<file path="src/rtl/core/alm_pkg.sv">
// ----------------------------------------------------------------------------
// alm_pkg: shared types and constants of the linked multimap
// Slot, word and count widths, operation and status codes, sequencer states
// and the request and response bundles between sequencer and slot store.
// ----------------------------------------------------------------------------
package alm_pkg;

	localparam int SLOT_W  = 7;
	localparam int WORD_W  = 32;
	localparam int COUNT_W = 7;

	// link code meaning "no slot"
	localparam logic [SLOT_W-1:0] NULL_SLOT = 7'd127;

	typedef enum logic [1:0] {
		FN_ADD        = 2'd0,
		FN_REMOVE     = 2'd1,
		FN_SEARCH     = 2'd2,
		FN_ADD_ABSENT = 2'd3
	} func_t;

	typedef enum logic [1:0] {
		ST_OK        = 2'd0,
		ST_NOT_FOUND = 2'd1,
		ST_FULL      = 2'd2,
		ST_PRESENT   = 2'd3
	} status_t;

	typedef enum logic [2:0] {
		S_IDLE,
		S_WALK,
		S_SDONE,
		S_ADD_WR1,
		S_ADD_WR2,
		S_RM1,
		S_RM2,
		S_RESP
	} state_t;

	// one read address for all stores, one write port per store
	typedef struct packed {
		logic [SLOT_W-1:0] rd_slot;
		logic              kv_we;
		logic [SLOT_W-1:0] kv_slot;
		logic [WORD_W-1:0] kv_key;
		logic [WORD_W-1:0] kv_val;
		logic              nl_we;
		logic [SLOT_W-1:0] nl_slot;
		logic [SLOT_W-1:0] nl_data;
		logic              pl_we;
		logic [SLOT_W-1:0] pl_slot;
		logic [SLOT_W-1:0] pl_data;
	} mem_req_t;

	typedef struct packed {
		logic [WORD_W-1:0] key;
		logic [WORD_W-1:0] value;
		logic [SLOT_W-1:0] next;
		logic [SLOT_W-1:0] prev;
	} mem_rsp_t;

	typedef struct packed {
		logic               req;
		status_t            status;
		logic [WORD_W-1:0]  value;
		logic               vvalid;
		logic               last;
		logic [COUNT_W-1:0] count;
	} emit_t;

	// a link at or beyond the capacity counts as null
	function automatic logic slot_ok(input logic [SLOT_W-1:0] s, input int cap);
		return s < SLOT_W'(cap);
	endfunction

endpackage

</file>
<file path="src/rtl/core/alm_ctrl.sv">
// ----------------------------------------------------------------------------
// alm_ctrl: sequencer of the linked multimap
// Walks the list one slot per cycle, but for search stalls, through a shared
// key/value comparator, links and unlinks slots, and feeds the output register.
// ----------------------------------------------------------------------------
module alm_ctrl import alm_pkg::*; #(
	parameter int CAPACITY = 64
) (
	input  logic              clk,
	input  logic              arst_n,
	input  logic              item_valid,
	input  func_t             func,
	input  logic [WORD_W-1:0] item_key,
	input  logic [WORD_W-1:0] item_value,
	input  logic              room,
	output logic              busy,
	output mem_req_t          req,
	input  mem_rsp_t          rsp,
	output emit_t             emit
);

	localparam logic [COUNT_W-1:0] CAP_C = COUNT_W'(CAPACITY);

	state_t             state_q, state_d;
	func_t              func_q;
	logic [WORD_W-1:0]  key_q, val_q, pend_q;
	logic               pend_v_q;
	logic [SLOT_W-1:0]  cur_q, tgt_q, p_q, n_q;
	logic [SLOT_W-1:0]  head_q, free_q;
	logic [COUNT_W-1:0] count_q, steps_q;
	status_t            st_q;

	logic accept, walk_end, hit_key, hit_pair, s_block, adv, full, is_search;

	function automatic logic [SLOT_W-1:0] norm(input logic [SLOT_W-1:0] s);
		return slot_ok(s, CAPACITY) ? s : NULL_SLOT;
	endfunction

	// shared compare unit and walk control
	assign accept    = item_valid && (state_q == S_IDLE);
	assign busy      = (state_q != S_IDLE);
	assign is_search = (func_q == FN_SEARCH);
	assign walk_end  = !slot_ok(cur_q, CAPACITY) || (steps_q == CAP_C);
	assign hit_key   = (rsp.key == key_q);
	assign hit_pair  = hit_key && (rsp.value == val_q);
	assign s_block   = hit_key && pend_v_q && !room;
	assign adv       = !walk_end && (is_search ? !s_block : !hit_pair);
	assign full      = (count_q >= CAP_C) || !slot_ok(free_q, CAPACITY);

	// next state
	always_comb begin
		state_d = state_q;
		case (state_q)
			S_IDLE: begin
				if (item_valid) begin
					state_d = (func == FN_ADD) ? S_ADD_WR1 : S_WALK;
				end
			end
			S_WALK: begin
				if (is_search) begin
					if (walk_end) state_d = S_SDONE;
				end else if (walk_end) begin
					state_d = (func_q == FN_REMOVE) ? S_RESP : S_ADD_WR1;
				end else if (hit_pair) begin
					state_d = (func_q == FN_REMOVE) ? S_RM1 : S_RESP;
				end
			end
			S_SDONE:   if (room) state_d = S_IDLE;
			S_ADD_WR1: state_d = full ? S_RESP : S_ADD_WR2;
			S_ADD_WR2: state_d = S_RESP;
			S_RM1:     state_d = S_RM2;
			S_RM2:     state_d = S_RESP;
			S_RESP:    if (room) state_d = S_IDLE;
			default:   state_d = S_IDLE;
		endcase
	end

	// memory requests and result items
	always_comb begin
		req         = '0;
		req.rd_slot = cur_q;
		emit        = '0;
		emit.status = ST_OK;
		emit.count  = count_q;
		case (state_q)
			S_IDLE: begin
				req.rd_slot = (func == FN_ADD) ? free_q : head_q;
			end
			S_WALK: begin
				if (adv) begin
					req.rd_slot = rsp.next;
				end else if (walk_end && func_q == FN_ADD_ABSENT) begin
					req.rd_slot = free_q;
				end
				if (is_search && adv && hit_key && pend_v_q) begin
					emit.req    = 1'b1;
					emit.value  = pend_q;
					emit.vvalid = 1'b1;
				end
			end
			S_SDONE: begin
				emit.req  = room;
				emit.last = 1'b1;
				if (pend_v_q) begin
					emit.value  = pend_q;
					emit.vvalid = 1'b1;
				end else begin
					emit.status = ST_NOT_FOUND;
				end
			end
			S_ADD_WR1: begin
				if (!full) begin
					req.kv_we   = 1'b1;
					req.kv_slot = free_q;
					req.kv_key  = key_q;
					req.kv_val  = val_q;
					req.nl_we   = 1'b1;
					req.nl_slot = free_q;
					req.nl_data = head_q;
					req.pl_we   = 1'b1;
					req.pl_slot = free_q;
					req.pl_data = NULL_SLOT;
				end
			end
			S_ADD_WR2: begin
				if (slot_ok(head_q, CAPACITY)) begin
					req.pl_we   = 1'b1;
					req.pl_slot = head_q;
					req.pl_data = tgt_q;
				end
			end
			S_RM1: begin
				if (slot_ok(p_q, CAPACITY)) begin
					req.nl_we   = 1'b1;
					req.nl_slot = p_q;
					req.nl_data = n_q;
				end
				if (slot_ok(n_q, CAPACITY)) begin
					req.pl_we   = 1'b1;
					req.pl_slot = n_q;
					req.pl_data = p_q;
				end
			end
			S_RM2: begin
				req.nl_we   = 1'b1;
				req.nl_slot = tgt_q;
				req.nl_data = free_q;
			end
			S_RESP: begin
				emit.req    = room;
				emit.status = st_q;
				emit.last   = 1'b1;
			end
			default: begin
				req.rd_slot = cur_q;
			end
		endcase
	end

	// list registers and walk state
	always_ff @(posedge clk or negedge arst_n) begin
		if (!arst_n) begin
			state_q  <= S_IDLE;
			head_q   <= NULL_SLOT;
			free_q   <= '0;
			count_q  <= '0;
			pend_v_q <= 1'b0;
			steps_q  <= '0;
			cur_q    <= NULL_SLOT;
		end else begin
			state_q <= state_d;
			case (state_q)
				S_IDLE: begin
					if (accept) begin
						cur_q    <= head_q;
						steps_q  <= '0;
						pend_v_q <= 1'b0;
					end
				end
				S_WALK: begin
					if (adv) begin
						cur_q   <= rsp.next;
						steps_q <= steps_q + COUNT_W'(1);
						if (is_search && hit_key) begin
							pend_v_q <= 1'b1;
						end
					end
				end
				S_ADD_WR1: begin
					if (!full) free_q <= rsp.next;
				end
				S_ADD_WR2: begin
					head_q  <= tgt_q;
					count_q <= count_q + COUNT_W'(1);
				end
				S_RM1: begin
					if (!slot_ok(p_q, CAPACITY)) head_q <= n_q;
				end
				S_RM2: begin
					free_q <= tgt_q;
					if (count_q != '0) count_q <= count_q - COUNT_W'(1);
				end
				default: begin
					cur_q <= cur_q;
				end
			endcase
		end
	end

	// operation payload
	always_ff @(posedge clk) begin
		case (state_q)
			S_IDLE: begin
				if (accept) begin
					func_q <= func;
					key_q  <= item_key;
					val_q  <= item_value;
				end
			end
			S_WALK: begin
				if (is_search && adv && hit_key) begin
					pend_q <= rsp.value;
				end
				if (walk_end) begin
					st_q <= ST_NOT_FOUND;
				end else if (hit_pair) begin
					st_q  <= ST_PRESENT;
					tgt_q <= cur_q;
					p_q   <= norm(rsp.prev);
					n_q   <= norm(rsp.next);
				end
			end
			S_ADD_WR1: begin
				if (full) begin
					st_q <= ST_FULL;
				end else begin
					tgt_q <= free_q;
				end
			end
			S_ADD_WR2: st_q <= ST_OK;
			S_RM2:     st_q <= ST_OK;
			default: begin
				st_q <= st_q;
			end
		endcase
	end

endmodule

</file>
<file path="config.mk">
export PLATFORM = sky130hd
export DESIGN_NAME = alm_ctrl
export DESIGN_NICKNAME = d
export VERILOG_FILES = /design/src/rtl/core/alm_pkg.sv /design/src/rtl/core/alm_ctrl.sv
export SDC_FILE = /design/constraint.sdc
export NUM_CORES = 1
export LEC_CHECK = 0
export CORE_MARGIN = 3
export CORE_UTILIZATION = 65
export CTS_BUF_LIST = sky130_fd_sc_hd__clkbuf_2
export CTS_CLUSTER_DIAMETER = 120
export CTS_CLUSTER_SIZE = 25
export DETAILED_ROUTE_END_ITERATION = 8
export DONT_BUFFER_PORTS = 1
export GPL_ROUTABILITY_DRIVEN = 0
export GPL_TIMING_DRIVEN = 1
export HOLD_SLACK_MARGIN = 0.08
export PLACE_DENSITY = 0.85
export SLEW_MARGIN = 20
export SYNTH_ARGS = -nofsm -noshare
export SYNTH_HDL_FRONTEND = slang
export SYNTH_SLANG_ARGS = --single-unit
export TNS_END_PERCENT = 100
</file>
<file path="constraint.sdc">
create_clock -name clk -period 8.85 [get_ports clk]
set_input_delay 0.885 -clock clk [delete_from_list [all_inputs] [get_ports clk]]
set_output_delay 0.885 -clock clk [all_outputs]
set_load 0.02 [all_outputs]
</file>
### Word-level counts from Yosys, hierarchy flattened

Cells that the tools add are included.

* $lt $le $gt $ge: 8
* add/sub/neg operators: 3
* equal/unequal tests: 26
* bitwise logic cells: 1
* multiplexer cells: 55
* reduce and logical (&&, ||, !) cells: 41

Operators with widths (number)
* $mux W102: 1
* $pmux W7 S2: 7
* $mux W7: 13
* $pmux W15 S3: 2
* $mux W72: 1
* $mux W33: 2
* $pmux W33 S2: 1
* $eq A32 B32 Y1: 2
* $lt A7 B7 Y1 const B: 7
* $mux W15: 3
* $mux W3: 7
* $ne A2 B2 Y1 const B: 10
* $pmux W3 S6: 1
* $add A7 B1 Y7 const B: 2
* $eq A3 B3 Y1 const B: 4
* $mux W2: 6
* $reduce_and A4 Y1: 3
* $logic_and A1 B1 Y1: 10
* $reduce_and A2 Y1: 5
* $reduce_bool A2 Y1: 5
* $reduce_and A3 Y1: 3
* $eq A7 B7 Y1 const B: 1
* $ge A7 B7 Y1 const B: 1
* $mux W1: 7
* 18 further kinds: 30

* input bits: 148
* output and inout bits: 154
* bits in registers: 160
* word-level logic and storage cells: 149

### Longest topological paths before layout

Gate-level depths: netlist of run 1.

* depth in word-level cells: 11
* depth in mapped cells: 12
* gate-level depth less buffers: 11

### Least setup slack after synthesis of run 1

Ideal clock, no wire load.

* path kind: input to output
* from: input rsp[69] in the netlist's numbering
* to: output emit[43] in the netlist's numbering
* path buffers: 0
* arrival: 5.573 ns
* data required time: 7.965 ns
* path slack: 2.392 ns
* stages on the path: 6
* cells stage by stage: xor2_1 > nor4_1 > nand4_1 > or2_1 > nor4_1 > a22o_1

RTL lines
* start, declared: line alm_ctrl.sv:18 `input mem_rsp_t rsp,`
* end, declared: line alm_ctrl.sv:19 `output emit_t emit`

==> impl_metrics.json, run 1 <==
{
  "status": "complete, no violations",
  "place_hpwl_mm": 15.4,
  "final_common_cell": "edfxtp_1",
  "fin_crit_sh": 0.610,
  "initial_core_util": 0.674,
  "seqPwrFrac": 0.469,
  "synth_cell_types": 64,
  "synth_seq_cells": 160,
  "max_stage_delay_ns": 0.86,
  "start_kind": "register",
  "wl_mm": 20.5,
  "maxSlewViolCount": 0,
  "cp_data_required_time_ns": 7.97,
  "via_count": 5699,
  "cp-end-kind": "primary output",
  "ant_nets": 0,
  "grt_pass1_vias": 5733,
  "max_slew_margin": 0.298,
  "ys_seq_area_frac": 0.565,
  "wl_per_cell_um": 23.2,
  "critPathTopFamily": "simple AND/OR/NAND/NOR gates",
  "worstHoldPathType": "in2reg",
  "antenna_found_initial": 0,
  "worst-path-buf-inv": 4,
  "clockBufferDepth": 2,
  "ys.warnings.count": 0,
  "areaGrowthSynthToFinish_pct": 5.39,
  "peakVddDrop_mv": 0.196,
  "htreeDepth": 4,
  "drtPass1Iterations": 5,
  "gr-total-overflow": 0,
  "crit_chain": "inv_2, or3_1, nor3_4, buf_8, buf_4, nand2_1, inv_1, a221o_1",
  "grt_pass1_wl_mm": 31.3,
  "rsz0062_at_grt": "no",
  "portBuffers": 0,
  "drt_iter0_markers": 606,
  "clk_latency_ns": 0.77,
  "drv_cap": 0,
  "p_int_mw": 1.45,
  "die_x_um": 118,
  "syn-instance-count": 704,
  "num_io_pins": 302,
  "syn_area_per_cell_um2": 11.6,
  "diodes": 0,
  "hold_viol": 0,
  "cts_resized": 0,
  "finalSetupViolCount": 0,
  "drc": 0,
  "yosys.area.top_type": "edfxtp_1",
  "cts_inserted_buffers": 17,
  "drive_above_1_share": 0.130,
  "swShare": 0.406,
  "cts_tree": "done",
  "power_density_mw_per_mm2": 283,
  "critPathSlowestCell": "dfrtp_1",
  "worstMarginPinSlew_ns": 1.05,
  "root_buffer": "clkbuf_2",
  "leakage_nw": 3.30,
  "synthesis.area_mm2": 0.00819,
  "die_area_mm2": 0.0140,
  "crit_type": "reg2out",
  "numClockSinks": 160,
  "layout_common_cells": "121 x edfxtp_1, 99 x and2_1, 66 x xor2_1, 58 x nand2_1",
  "synth_ff_type": "edfxtp_1",
  "post_cts_buffers": 0,
  "clk_pin_slew_ns": 0.25,
  "async_flop_share": 0.244,
  "placed_cell_area_mm2": 0.00834,
  "p_comb_frac": 0.354,
  "max_freq_mhz": 185,
  "nNetsFinal": 857,
  "fin_skew_ns": 0.0465,
  "min_period_ns": 5.40,
  "setup_tns_ns": 0,
  "coreArea_mm2": 0.0122,
  "worstPathArrival_ns": 4.52,
  "synth_top_area_frac": 0.443,
  "clkPwrFrac": 0.176,
  "synth_area_leaders": "edfxtp_1 44%, dfrtp_1 7.6%, and2_1 7.6%",
  "synth-edff-count": 121,
  "ctsHoldBuffers": 2,
  "track_usage": 0.289,
  "rows": 40,
  "grt_max_degree": 52,
  "avgViaCountPerCell": 6.46,
  "final_cell_area_mm2": 0.00864,
  "die_y_um": 118,
  "critical_path.max_fanout": 51,
  "p_switching_mw": 0.991
}
worst reg2reg max path, delay by kind of cell (launching register included):
| kind | cells | cell delay (ns) |
|---|---|---|
| and+or+nand+nor | 4 | 1.12 |
| AOI/OAI and AO/OA | 4 | 0.72 |
| DFF | 1 | 0.69 |
| buffers and inverters | 1 | 0.68 |
| adders and majority gates | 1 | 0.41 |
| xor gates and xnor gates | 1 | 0.14 |
through the flow:
| stage | hold slack (ns) | cells | setup slack (ns) | utilization | total power [mW] |
|---|---|---|---|---|---|
| 2_1_floorplan | 0.446 | 705 | 2.39 | - | 1.82 |
| 3_3_place_gp | 0.466 | 847 | 4.21 | 0.685 | 1.96 |
| 3_5_place_dp | 0.508 | 848 | 4.36 | 0.686 | 2.01 |
| 4_1_cts | 0.120 | 882 | 3.47 | 0.710 | 2.44 |
| 5_1_grt | 0.0955 | 882 | 3.19 | 0.710 | 2.57 |
| 6_report | 0.180 | 882 | 3.45 | 0.710 | 2.44 |
area by class of cell:
class | count | area, um^2
inverter | 26 | 97.6
timing repair buffer | 8 | 82.6
fill | 863 | 3530
sequential | 160 | 4630
tap | 168 | 210
multi-input combinational | 488 | 3360
clock buffer | 18 | 90.1
clock inverter | 14 | 170
worst paths after layout:
path	startpoint	end	slack, ns	depth (start not counted)
hold / removal	rsp[6]	p_q[6]$_SDFFCE_PP1P_	0.18	0
max in group asynchronous	arst_n	head_q[4]$_DFFE_PN1P_	7.99	2
min in group asynchronous	arst_n	free_q[1]$_DFFE_PN0P_	0.52	2
setup reg to reg	state_q[0]$_DFFE_PN0P_	count_q[6]$_DFFE_PN0P_	5.00	11
setup / recovery	state_q[0]$_DFFE_PN0P_	req[9]	3.45	8
hold reg to reg	head_q[6]$_DFFE_PN1P_	cur_q[6]$_DFFE_PN1P_	0.53	2
cell families after synthesis:
group,Yosys count,share of synthesized area
compound gates,112,0.0986
xor+xnor,69,0.0738
fa+ha+maj,9,0.0144
buf+inv,57,0.0279
flops,160,0.565
mux,36,0.0470
other cells,1,0.000458
simple gates,260,0.173
synthesized netlist by cell type, drive strengths merged (3+ instances only):
cell type,count
edfxtp,121
and2,99
xor2,66
nand2,58
o21ai,31
nor2,27
a21oi,26
inv,26
dfrtp,25
clkbuf,21
mux2,20
nor4,18
a221o,17
mux2i,16
nand3,16
dfstp,14
or2,14
buf,10
a21o,7
ha,7
nand4,7
a222oi,5
nor3,5
or3,4
a22o,3
a22oi,3
and3,3
nor2b,3
o211ai,3
xnor2,3
registers in the layout, summed over array words and instances, names as in the netlist, 3 cells and up:
signal,flops
key_q,32
pend_q,32
val_q,32
count_q,7
cur_q,7
free_q,7
head_q,7
n_q,7
p_q,7
steps_q,7
tgt_q,7
state_q,3
power by group through the flow:
stage / registers [mW] / logic [mW] / clock network (mW)
after floorplan: 1.09 / 0.731 / 0
after detailed placement: 1.16 / 0.850 / 0
after global placement: 1.15 / 0.809 / 0
after CTS: 1.14 / 0.861 / 0.437
after global routing: 1.16 / 0.939 / 0.468
final: 1.15 / 0.866 / 0.430
routing by layer:
metal,GRT usage,share of wire,up-vias
met5,0,0,-
met4,0.0952,0.026,0
met3,0.110,0.10,43
met2,0.491,0.51,372
met1,0.338,0.36,2766
li1,-,-,2518
(Power assumes the default switching activity.)
==> inputs of run 2 (changes only) <==
clock period = 5.2 ns   (was 8.85 ns; I/O delays follow)
==> run 2 against run 1 <==
Compared with the run above:
- combinational power up 82%
- cell area up 13%
- hold slack better by 0.0013 ns
- clock power up 63%
- die area unchanged
- flip-flop and latch count unchanged
- clock skew down 0.0020 ns
- largest power group unchanged
- power up 73%
==> impl_metrics.json, run 2 (same netlist as run 1, synthesis figures left out) <==
{
  "cts_tree": "done",
  "critPathSlowestCell": "dfrtp_1",
  "status": "complete, no violations",
  "final_common_cell": "edfxtp_1",
  "layout.cells.non_filler": 1000,
  "areaGrowthSynthToFinish_pct": 19.4,
  "grt_max_degree": 50,
  "cts_inserted_buffers": 17,
  "critPathTopFamily": "simple AND/OR/NAND/NOR gates",
  "grt_pass1_vias": 6466,
  "power_density_mw_per_mm2": 433,
  "worst-path-buf-inv": 2,
  "rows": 40,
  "place_hpwl_mm": 15.2,
  "coreArea_mm2": 0.0122,
  "antenna_found_initial": 1,
  "maxSlewViolCount": 0,
  "max_slew_margin": 0.367,
  "place_inst": 850,
  "drtPass1Iterations": 5,
  "hold_viol": 0,
  "start_kind": "register",
  "fin_skew_ns": 0.0445,
  "numClockSinks": 160,
  "max_freq_mhz": 217,
  "r2r-end": "count_q[6]$_DFFE_PN0P_",
  "clk_pin_slew_ns": 0.25,
  "wl_mm": 23.6,
  "via_count": 6346,
  "nNetsFinal": 974,
  "post_cts_buffers": 0,
  "fin_crit_sh": 0.886,
  "drive_above_1_share": 0.117,
  "worstPathArrival_ns": 4.09,
  "leakage_nw": 3.78,
  "grt_pass1_wl_mm": 36.5,
  "finalSetupViolCount": 0,
  "drt_iter0_markers": 763,
  "peakVddDrop_mv": 0.322,
  "critical_path.max_fanout": 49,
  "die_x_um": 118,
  "cp_data_required_time_ns": 4.68,
  "cts_resized": 0,
  "htreeDepth": 4,
  "r2r.worst_path.cells": 11,
  "initial_core_util": 0.674,
  "layout_setup_ws_ns": 0.591,
  "totalPowerFinal_mw": 4.23,
  "cp-end-kind": "primary output",
  "die_y_um": 118,
  "reg2reg_slack_ns": 1.37,
  "num_io_pins": 302,
  "clk_latency_ns": 0.75,
  "clockBufferDepth": 2,
  "rr_startpoint": "state_q[0]$_DFFE_PN0P_",
  "drv_cap": 0,
  "reg_top3": "key_q (32), pend_q (32), val_q (32)",
  "postLayoutCoreUtil": 0.804,
  "ant_nets": 0,
  "dp_slack_ns": 1.52,
  "max_stage_delay_ns": 0.88,
  "setup_tns_ns": 0,
  "portBuffers": 0,
  "worstHoldPathType": "in2async",
  "rsz0062_at_grt": "no",
  "min_period_ns": 4.61,
  "layout_common_cells": "121 x edfxtp_1, 115 x dlygate4sd3_1, 99 x and2_1, 66 x xor2_1, 58 x nand2_1",
  "gr-total-overflow": 0,
  "drc": 0,
  "die_area_mm2": 0.0140,
  "crit_chain": "inv_2, or3_1, nor3_4, buf_4, and2_1",
  "track_usage": 0.334,
  "avgViaCountPerCell": 6.35,
  "root_buffer": "clkbuf_2",
  "worstMarginPinSlew_ns": 0.948,
  "wl_per_cell_um": 23.6,
  "crit_type": "reg2out"
}
==> run 2: repair_timing <==
item | in CTS | in global routing
hold buffers | 116 | 0
setup endpoints to repair | 0 | 0
hold endpoints to repair | 168 | 0
==> run 2: area by class of cell <==
class	count	area, um^2
inverter	26	97.6
tap	168	210
antenna	1	2.50
sequential	160	4630
multi-input combinational	488	3360
clock inverter	12	143
fill	698	2380
clock buffer	20	100
timing repair buffer	125	1240
==> run 2: metal layers <==
layer  global-route usage  up-vias  wire [um]
li1                     -     2760          -
met1                0.389     3074       8190
met2                0.577      444      12200
met3                0.111       68       2480
met4                0.122        0        741
met5                    0        -          0
==> run 2: worst register-to-register path: cells and delay by family (launching register included) <==
kind	cells	cell delay [ns]
flops	1	0.70
xor+xnor	1	0.15
fa+ha+maj	1	0.42
simple gates	4	1.06
compound gates	4	0.69
buf+inv	1	0.70
==> run 2: worst max path at each step <==
stage,startpoint,to,slack (ns),cells past startpoint
6_report,state_q[0]$_DFFE_PN0P_,req[34],0.59,5
5_1_grt,state_q[0]$_DFFE_PN0P_,req[34],0.32,5
3_5_place_dp,state_q[0]$_DFFE_PN0P_,count_q[6]$_DFFE_PN0P_,1.52,11
3_3_place_gp,state_q[0]$_DFFE_PN0P_,req[65],1.70,5
2_1_floorplan,rsp[69],emit[43],0.93,6
4_1_cts,state_q[0]$_DFFE_PN0P_,req[58],0.70,5
==> run 2: metrics by stage <==
step | hold WS (ns) | area [um^2]
6_report | 0.181 | 9780
5_1_grt | 0.108 | 9780
4_1_cts | 0.119 | 9770
3_5_place_dp | 0.226 | 8360
3_3_place_gp | 0.226 | 8360
2_1_floorplan | 0.224 | 8200
==> run 2: where the power goes <==
group	leakage (nW)	switching, mW	internal [mW]
Sequential	1.57	0.307	1.65
Combinational	2.06	1.00	0.578
Clock	0.143	0.433	0.267
Total	3.78	1.74	2.49
